File: config.mk
export PLATFORM = sky130hd
export DESIGN_NAME = ili_result_reg
export DESIGN_NICKNAME = d
export VERILOG_FILES = /design/src/design/ili_pkg.sv /design/src/design/ili_result_reg.sv
export SDC_FILE = /design/constraint.sdc
export NUM_CORES = 1
export LEC_CHECK = 0
export ABC_AREA = 1
export ABC_CLOCK_PERIOD_IN_PS = 1300
export BUFFER_PORTS_ARGS = -buffer_cell sky130_fd_sc_hd__buf_2
export CAP_MARGIN = 40
export CORE_MARGIN = 10
export CORE_UTILIZATION = 40
export CTS_BUF_LIST = sky130_fd_sc_hd__clkbuf_8
export CTS_CLUSTER_DIAMETER = 120
export DETAILED_ROUTE_END_ITERATION = 16
export PLACE_DENSITY = 0.89
export SKIP_CTS_REPAIR_TIMING = 1
export SYNTH_ARGS = -nofsm -noshare
export SYNTH_HDL_FRONTEND = slang
export SYNTH_SLANG_ARGS = --single-unit
File: constraint.sdc
create_clock -name i_clk -period 1.3 [get_ports i_clk]
set_input_delay 0.065 -clock i_clk [delete_from_list [all_inputs] [get_ports i_clk]]
set_output_delay 0.065 -clock i_clk [all_outputs]
set_load 0.05 [all_outputs]
File: src/design/ili_pkg.sv
// ----------------------------------------------------------------------------
// ili_pkg
// Shared types and constants of the interval list intersection block.
// ----------------------------------------------------------------------------
package ili_pkg;

    // Capacity of each interval list.
    localparam int LIST_DEPTH = 32;
    localparam int IDX_W      = (LIST_DEPTH > 1) ? $clog2(LIST_DEPTH) : 1;
    localparam int CNT_W      = $clog2(LIST_DEPTH + 1);
    localparam int VAL_W      = 32;

    // Command codes carried in the cmd field.
    typedef enum logic [1:0] {
        CMD_LOAD_A = 2'd0,
        CMD_LOAD_B = 2'd1,
        CMD_RUN    = 2'd2
    } t_cmd;

    // Controller states.
    typedef enum logic [1:0] {
        ST_IDLE,
        ST_WALK,
        ST_FINISH
    } t_state;

    // Input item.
    typedef struct packed {
        logic [1:0]              cmd;
        logic signed [VAL_W-1:0] start_value;
        logic signed [VAL_W-1:0] end_value;
    } t_in;

    // Result item.
    typedef struct packed {
        logic signed [VAL_W-1:0] out_start;
        logic signed [VAL_W-1:0] out_end;
        logic                    no_overlap;
        logic                    dropped;
        logic                    last_result;
    } t_out;

    // One stored interval.
    typedef struct packed {
        logic signed [VAL_W-1:0] start_v;
        logic signed [VAL_W-1:0] end_v;
    } t_entry;

endpackage

File: src/design/ili_result_reg.sv
// ----------------------------------------------------------------------------
// ili_result_reg
// Output register that holds one result until its transfer completes.
// ----------------------------------------------------------------------------
module ili_result_reg (
    input  logic          i_clk,
    input  logic          i_rst_n,
    input  logic          i_push,
    input  ili_pkg::t_out i_push_data,
    output logic          o_free,
    output logic          o_valid,
    input  logic          i_ready,
    output ili_pkg::t_out o_data
);

    logic          r_valid;
    ili_pkg::t_out r_data;

    // The slot is free when empty or when its result leaves this cycle.
    assign o_free = !r_valid || i_ready;

    always_ff @(posedge i_clk) begin
        if (!i_rst_n) begin
            r_valid <= 1'b0;
        end else if (i_push) begin
            r_valid <= 1'b1;
        end else if (i_ready) begin
            r_valid <= 1'b0;
        end
    end

    always_ff @(posedge i_clk) begin
        if (i_push) begin
            r_data <= i_push_data;
        end
    end

    assign o_valid = r_valid;
    assign o_data  = r_data;

    // A result is only loaded when the slot can take it.
    a_push_when_free: assert property (@(posedge i_clk) disable iff (!i_rst_n)
        i_push |-> o_free)
        else $error("result pushed into an occupied output register");

endmodule

== Word level (Yosys, flattened, before mapping) ==
Cells that the tools add are included.
Widths: inputs -> output; s select.

* Input port bits: 71
* Logic and storage cells: 11
* Flip-flop bits (word level): 68

* Multiplexer cells: 2
* Reduce and logical (&&, ||, !) cells: 3

{| class="wikitable"
|+ Operators with widths
! kind !! number
|-
| $mux 1 || 2
|-
| $reduce_bool 2->1 || 1
|-
| $logic_not 1->1 || 1
|-
| $logic_or 1x1->1 || 1
|}

== Longest topological paths before layout ==
* Word-level depth: 2
* Mapped depth: 3
* Gate-level depth less buffers: 3

== Worst setup path after synthesis ==
Ideal clock, no wire load.

* Path type: register to register
* Start: register o_valid (netlist name)
* End: register r_valid (netlist: o_valid)
* Library setup time: 0.067 ns
* Buffers on the path: 0
* Cell stages (with the launch flop): 3
* Setup slack: 0.134 ns
* Data arrival time: 1.100 ns
* Cells stage by stage: dfxtp_1 -> nand2_2 -> a21oi_2

{| class="wikitable"
|+ RTL lines
! what !! line !! RTL
|-
| end signal: assignment || ili_result_reg.sv:24 || <nowiki>r_valid <= 1'b0;</nowiki>
|-
| end signal: assignment || ili_result_reg.sv:26 || <nowiki>r_valid <= 1'b1;</nowiki>
|-
| end signal: assignment || ili_result_reg.sv:28 || <nowiki>r_valid <= 1'b0;</nowiki>
|-
| end: declaration || ili_result_reg.sv:16 || <nowiki>logic r_valid;</nowiki>
|}

==> results.json <==
{
  "firstDrtPassIters": 4,
  "min_period_ps": 1190,
  "dieArea_sq_um": 8410,
  "rows": 26,
  "worst_setup_path_start_kind": "register",
  "grt_first_pass_wirelength_um": 7780,
  "p_leak_nw": 1.63,
  "setup_viol_count_final": 0,
  "fin_worst_skew_ps": 0,
  "cts_sinks": 68,
  "clk_latency_ps": 330,
  "areaGrowthSynthToFinish_pct": 82.4,
  "crit_arrival_ps": 1460,
  "netlist_area_sq_um": 2060,
  "crit_family": "buffers and inverters",
  "worst_slew_pin_slew_ps": 358,
  "synth_simple_gate_area_share_pct": 0.304,
  "synth_top_family_by_area": "buffers and inverters",
  "cts_tree": "built",
  "cts_buffers": 9,
  "required_ps": 1570,
  "ys_types": 5,
  "status": "finished clean",
  "routedWlPerCell_um": 17.4,
  "dpl.hpwl_um": 4300,
  "vdd_drop_max_v": 0.00107,
  "slowest_stage": "dlygate4sd3_1",
  "power_mw": 5.40,
  "clk_pin_slew_ps": 70,
  "grt_max_degree": 40,
  "path_cells": "nand2_2 > a21oi_2 > dlygate4sd3_1",
  "drc": 0,
  "crit_fanout": 2,
  "worst_hold_path_type": "input pin to register",
  "synth_top_area_share_pct": 97.8,
  "start_util_pct": 40.8,
  "die_y_um": 91.7,
  "synth-compound-area-share_pct": 0.426,
  "maxCapViolCount": 0,
  "htreeDepth": 3,
  "tns_ps": 0,
  "synth_top_area_cell": "edfxtp_1",
  "path_class": "register to register",
  "syn_inst": 73,
  "fillCellCount": 318,
  "hold_slack_ps": 221,
  "synth_mux_area_share_pct": 0,
  "routed_wl_um": 6440,
  "ys_ff_latch": 68,
  "grt_pass1_vias": 1380,
  "io_buffers": 139,
  "synth_area_leaders": "edfxtp_1, dfxtp_1, inv_1",
  "fmax_mhz": 839,
  "syn_nets": 144,
  "cpPeakStageDelay_ps": 580,
  "synth_xor_xnor_area_share_pct": 0,
  "core_sq_um": 5040,
  "synth_area_per_cell_sq_um": 28.2,
  "finalCritPeriodShare_pct": 91.7,
  "layout_commonest_cell": "buf_2",
  "via_per_inst": 4.18,
  "num_io_pins": 140,
  "nets": 365,
  "crit_path_end_kind": "register",
  "ys.warnings.count": 0,
  "yosysSeqAreaShare_pct": 98.7,
  "synthAdderAreaFrac_pct": 0,
  "cts.path.max_buffers": 2,
  "ant_nets": 0,
  "crit_buf_inv": 1,
  "initialDrtViolationCount": 51,
  "p_per_area_nw_per_um2": 1440,
  "drive_gt1_share_pct": 52.8,
  "place_congestion": 0.697,
  "dieWidth_um": 91.7,
  "maxSlewHeadroom_pct": 76.1,
  "final_cell_mix": "buf_2, dlygate4sd3_1, edfxtp_1, clkbuf_8, inv_1",
  "antenna_found_initial": 1,
  "hold_violations": 0,
  "num_vias": 1546,
  "overflow": 0,
  "track_usage_pct": 12.4,
  "cts_root_buffer": "clkbuf_8",
  "rsz0062_at_grt": "false",
  "slew_violations": 0
}
## cells by family after synthesis
logic type             Yosys count
DFF                             68
buffers and inverters            3
and+or+nand+nor                  1
AOI/OAI and AO/OA                1
## report_power, final
group / switching (mW) / internal (mW) / total [mW]
Combinational: 0.782 / 0.329 / 1.11
Clock: 0.776 / 0.874 / 1.65
Sequential: 0.0421 / 2.60 / 2.64
## layer usage
layer / wire length [um] / vias to the layer above / global-route usage [%]
li1: - / 733 / -
met1: 2290 / 715 / 11.0
met2: 3310 / 89 / 19.3
met3: 735 / 9 / 11.5
met4: 103 / 0 / 4.63
met5: 0 / - / 0
## Yosys cell counts
master and instances:
dfxtp_1 1, inv_1 3, edfxtp_1 67, a21oi_2 1, nand2_2 1
## path summary, 6_finish.rpt
check	from	endpoint	slack, ps	depth (start not counted)
max reg2reg	o_valid	o_valid	110	3
min reg2reg	o_valid	o_valid	1090	3
max	o_valid	o_valid	110	3
min	i_push	o_data[36]	220	2
## flip-flops by register name, summed over array words and instances, names as in the netlist
signal and cells:
o_data 67, o_valid 1
## through the flow
| step | utilization [%] | setup WS [ps] | area (sq um) | cells |
|---|---|---|---|---|
| 2_1_floorplan | - | 134 | 2060 | 73 |
| 3_3_place_gp | 56.9 | 456 | 2870 | 284 |
| 3_5_place_dp | 56.9 | 420 | 2870 | 284 |
| 4_1_cts | 60.7 | 223 | 3060 | 300 |
| 5_1_grt | 74.4 | 64.2 | 3750 | 370 |
| 6_report | 74.4 | 108 | 3750 | 370 |
## area by class of cell
| cell class | count | area (sq um) | share of cell area (%) |
|---|---|---|---|
| diodes | 1 | 2.50 | 0.0667 |
| clock buffers | 9 | 124 | 3.30 |
| clock inverters | 7 | 67.6 | 1.80 |
| inverters | 3 | 11.3 | 0.300 |
| multi-input cells | 2 | 15.0 | 0.400 |
| flip-flops and latches | 68 | 2030 | 54.1 |
| well taps | 70 | 87.6 | 2.33 |
| repair buffers | 210 | 1410 | 37.7 |
## worst register-to-register path, stage by stage (launching register included)
cell and delay [ps]:
dfxtp_1 370, nand2_2 80, a21oi_2 100, dlygate4sd3_1 580
No activity file was read; power rests on OpenSTA's default activity.
