$ cat src/design/ili_pkg.sv
// ----------------------------------------------------------------------------
// ili_pkg
// Shared types and constants of the interval list intersection block.
// ----------------------------------------------------------------------------
package ili_pkg;

    // Capacity of each interval list.
    localparam int LIST_DEPTH = 32;
    localparam int IDX_W      = (LIST_DEPTH > 1) ? $clog2(LIST_DEPTH) : 1;
    localparam int CNT_W      = $clog2(LIST_DEPTH + 1);
    localparam int VAL_W      = 32;

    // Command codes carried in the cmd field.
    typedef enum logic [1:0] {
        CMD_LOAD_A = 2'd0,
        CMD_LOAD_B = 2'd1,
        CMD_RUN    = 2'd2
    } t_cmd;

    // Controller states.
    typedef enum logic [1:0] {
        ST_IDLE,
        ST_WALK,
        ST_FINISH
    } t_state;

    // Input item.
    typedef struct packed {
        logic [1:0]              cmd;
        logic signed [VAL_W-1:0] start_value;
        logic signed [VAL_W-1:0] end_value;
    } t_in;

    // Result item.
    typedef struct packed {
        logic signed [VAL_W-1:0] out_start;
        logic signed [VAL_W-1:0] out_end;
        logic                    no_overlap;
        logic                    dropped;
        logic                    last_result;
    } t_out;

    // One stored interval.
    typedef struct packed {
        logic signed [VAL_W-1:0] start_v;
        logic signed [VAL_W-1:0] end_v;
    } t_entry;

endpackage

$ cat src/design/ili_list_ram.sv
// ----------------------------------------------------------------------------
// ili_list_ram
// Interval store: one write port, one read port with registered read data.
// ----------------------------------------------------------------------------
module ili_list_ram (
    input  logic                     i_clk,
    input  logic                     i_we,
    input  logic [ili_pkg::IDX_W-1:0] i_waddr,
    input  ili_pkg::t_entry          i_wdata,
    input  logic [ili_pkg::IDX_W-1:0] i_raddr,
    output ili_pkg::t_entry          o_rdata
);

    ili_pkg::t_entry r_mem [ili_pkg::LIST_DEPTH];
    ili_pkg::t_entry r_rdata;

    // Write port.
    always_ff @(posedge i_clk) begin
        if (i_we) begin
            r_mem[i_waddr] <= i_wdata;
        end
    end

    // Read port with registered read data.
    always_ff @(posedge i_clk) begin
        r_rdata <= r_mem[i_raddr];
    end

    assign o_rdata = r_rdata;

endmodule

$ cat config.mk
export PLATFORM = sky130hd
export DESIGN_NAME = ili_list_ram
export DESIGN_NICKNAME = d
export VERILOG_FILES = /design/src/design/ili_pkg.sv /design/src/design/ili_list_ram.sv
export SDC_FILE = /design/constraint.sdc
export NUM_CORES = 2
export LEC_CHECK = 0
export ABC_CLOCK_PERIOD_IN_PS = 3800
export BUFFER_PORTS_ARGS = -buffer_cell sky130_fd_sc_hd__buf_2
export CORE_UTILIZATION = 56
export CTS_CLUSTER_DIAMETER = 200
export DETAILED_ROUTE_END_ITERATION = 8
export PLACE_DENSITY = 0.79
export SLEW_MARGIN = 20
export SYNTH_ARGS = -nofsm -noshare
export SYNTH_HDL_FRONTEND = slang
export SYNTH_SLANG_ARGS = --single-unit
$ cat constraint.sdc
create_clock -name i_clk -period 3.8 [get_ports i_clk]
set_clock_uncertainty 0.15 [all_clocks]
set_input_delay 0 -clock i_clk [delete_from_list [all_inputs] [get_ports i_clk]]
set_output_delay 0 -clock i_clk [all_outputs]
set_load 0.05 [all_outputs]
# Word-level counts from Yosys, hierarchy flattened
# Memories as Yosys holds them, arrays and structs flattened. A register that Yosys moved wholly into a read port is not among the register bits.
# Index checks and enable logic that the tools add are counted.
op_classes:
  muxes: 2
ops:
  columns: ["operator", "n"]
  rows:
  - ["2-to-1 mux 1 bit", 2]
word_totals:
  register_bits: 0
  ram_bits: 2048
  in_bits: 76
  output_inout_bits: 64
  elab_cells: 3
  n_memories: 1
memory_table:
  columns: ["memory", "words", "word_bits", "read_ports", "rd_ports_with_merged_regs", "write_ports", "line_no", "text"]
  rows:
  - ["r_mem", 32, 64, 1, 1, 1, "ili_list_ram.sv:14", "ili_pkg::t_entry r_mem [ili_pkg::LIST_DEPTH];"]

# Longest topological paths before layout
depth:
  word_depth: 2
  mapped_depth: 9
  mapped_depth_nobuf: 4

# Worst setup path before layout
# OpenSTA, ideal clock, no wires.
synth_path:
  path_kind: "in2reg"
  start: "input port i_waddr[1] (netlist name)"
  end: "memory r_mem[12][0] (netlist name) (enable)"
  setup_ns: 0.486
  t_arrival_ns: 3.336
  required_time_ns: 3.164
  slack_ns: -0.172
  path_stages: 3
  path_buffers: 1
  path_cell_list: "or3b_2 -> clkbuf_1 -> nor2_1"
synth_rtl:
  columns: ["element", "line_no", "text"]
  rows:
  - ["from (decl)", "ili_list_ram.sv:8", "input logic [ili_pkg::IDX_W-1:0] i_waddr,"]
  - ["to (decl)", "ili_list_ram.sv:14", null]
# Straight into the memory's write port.

==> summary.txt <==
Synth
  • Warnings, synthesis: 0
  • Fraction of registers with async set/reset: 0%
  • Seq/Total Area, Yosys: 79.5%
  • Ys flop type: edfxtp_1
  • Top cells by area, synth: edfxtp_1 (78%), mux4_2 (17%), dfxtp_1 (1.6%)
  • Synth Instances: 3097
  • Synth Cell Area: 0.0790 sq mm
  • #FFs+latches synth: 2112
  • Distinct cells, synth: 31
  • Largest area contributor in the netlist: edfxtp_1
  • Post-synth EDFFs: 2048
  • Mean Syn Cell Area: 25.5 sq um
  • Yosys top cell area share: 77.9%
  • Net Count, Synth: 3173

Routing
  • Drt total wl: 204000 microns
  • DR iter-0 viols: 5662
  • Drt drc: 0
  • DR pass1 iterations: 5
  • Via-to-Cell Ratio: 6.89
  • Routed via count: 38213
  • WL per Instance: 36.9 microns
  • Antenna-violating nets left: 0

Layout
  • Commonest non-fill, non-tap cell in the layout: edfxtp_1
  • Proportion of layout cells with a drive suffix above 1: 34.8%
  • Commonest non-fill, non-tap cells in the layout: edfxtp_1 (2048), mux4_2 (602), clkbuf_16 (199)
  • # nets final: 3562
  • Final instance area: 0.0905 sq mm
  • Final core utilization: 64.8%
  • Synth-to-Final Area Change: 14.6%

Floorplanning
  • Die Area: 0.143 sq mm
  • Core ar.: 0.140 sq mm
  • IO Pins: 140
  • Initial Util: 56.5%
  • Row Count: 137
  • Die width: 378 microns
  • Die H: 378 microns

Clock tree
  • Clock sink total: 2112
  • Number of buffers created by CTS: 198
  • Root Buffer: clkbuf_16
  • # resized after CTS: 0
  • CTS max path bufs: 3
  • Htree depth: 4
  • TritonCTS clock tree: yes
  • Clock transition at path regs: 0.07 ns
  • Worst skew pair latency: 0.85 ns

Pwr
  • Total power: 48700 uW
  • Worst vdd ir: 0.624 mV
  • Leak: 0.0284 uW
  • P per Cell Area: 538 mW/mm^2

STA
  • Maximum clock frequency: 0.294 GHz
  • Max Slew Vio Count: 0
  • Worst slew pin tran: 1.08 ns
  • RSZ-0062 raised after global routing: false
  • Final Hold Fails: 0
  • Crit path time final: 3.40 ns
  • Final WS setup: 0.397 ns
  • Final Setup Violations: 0
  • Final period utilization: 89.5%
  • Worst slew margin relative to its limit: 28.3%

Worst setup path
  • Setup CP Type: in -> reg
  • Critical path endpoint category: flop
  • Critical Path RT: 4.37 ns
  • Peak fanout along the critical path: 80
  • Crit-path cells: dlygate4sd3_1 -> buf_8 -> buf_12 -> mux4_2 -> mux4_2 -> dlygate4sd3_1 -> mux2_2 -> dlygate4sd3_1
  • Slowest stage delay, CP: 0.60 ns
  • CP dominant cell by count: dlygate4sd3_1
  • Slowest cell on crit path: mux4_2
  • Startpoint types: primary input
  • Arr. time, crit path: 3.97 ns

Global routing
  • Remaining Overflow, GRT: 0
  • Initial antenna violation count: 12
  • Vias in the first global route: 39032
  • Global-route wire length before repair: 287000 microns
  • Pin count of the biggest net entering global routing: 81
  • GRT Total Usage: 29.1%

Worst hold path
  • Worst Hold Class: in -> reg

Run status
  • Status: completed

Place
  • Final RePlAce weighted congestion: 0.726
  • IO Port Bufs: 139
  • HPWL reported at the end of detailed placement: 90800 microns
  • Pre-CTS WS: 1.23 ns
  • Placed cell areas: 0.0830 sq mm

Flow run
  • Max Cap Viol: 0
worst paths after layout:
kind	from	end	slack [ns]	cells after the start
worst max-delay path	i_raddr[0]	o_rdata[60]$_DFF_P_	0.40	8
worst min-delay path	i_wdata[30]	r_mem[25][30]$_DFFE_PP_	0.03	2
worst max register to register	r_mem[3][60]$_DFFE_PP_	o_rdata[60]$_DFF_P_	0.81	5
worst min register to register	r_mem[20][46]$_DFFE_PP_	o_rdata[46]$_DFF_P_	0.69	4
kinds of logic (layout without fill, tap and decap cells):
group,count (synthesis),after routing,synth area share (%)
buf+inv,157,723,0.944
other cells,0,4,0
simple gates,64,64,0.379
flops,2112,2112,79.5
compound gates,50,50,0.466
mux,714,714,18.7
metrics by stage:
step | std cells | hold slack, ns | TNS, ns
after floorplan | 3097 | -0.0511 | -86.01
after global placement | 5074 | 0.320 | 0
after detailed placement | 5074 | 0.319 | 0
after CTS | 5539 | 0.00137 | 0
after global routing | 5540 | 0.0409 | 0
final | 5543 | 0.0346 | 0
timing repair:
action | CTS | global route
hold buffers | 88 | 0
buffers inserted | 0 | 0
endpoints found under the setup margin | 0 | 0
hold endpoints to repair | 2185 | 0
layer usage:
| layer | GRT usage, % | wire length, microns | vias to the layer above |
|---|---|---|---|
| met5 | 0 | 60 | - |
| met1 | 39.5 | 71500 | 20182 |
| li1 | - | - | 14270 |
| met3 | 6.41 | 23900 | 541 |
| met4 | 10.7 | 7620 | 10 |
| met2 | 47.1 | 101000 | 3210 |
worst max-delay path, delay by kind of cell:
family / cells / cell delay (ns)
buffers and inverters: 5 / 2.51
multiplexers: 3 / 1.34
area by class of cell:
cell class | instances | area (sq um)
antenna | 4 | 10.0
clock buffer | 274 | 5530
clock inverter | 103 | 1030
fill | 8307 | 49200
inverter | 1 | 3.75
multi-input combinational | 828 | 15700
sequential | 2112 | 62800
tap | 1876 | 2350
timing repair buffer | 345 | 3090
cells in the mapped netlist (all sizes together), types with 4 or more instances:
cell type,number
dfxtp,64
and2,4
a221oi,12
clkbuf,55
mux4,602
nor2b,4
edfxtp,2048
mux2i,38
o22ai,10
nand3b,5
nor2,41
o21ai,9
buf,101
mux2,74
report_power, final:
part           internal [uW]  switching [uW]  leakage [uW]
sequential             25900             163        0.0190
combinational           1060            1600       0.00622
clock                  11300            8730       0.00321
total                  38200           10500        0.0284
state kept, by name (all words and copies together), names as in the netlist:
register and count:
o_rdata 64, r_mem 2048
Note: power is estimated with default switching activity, not from simulation.
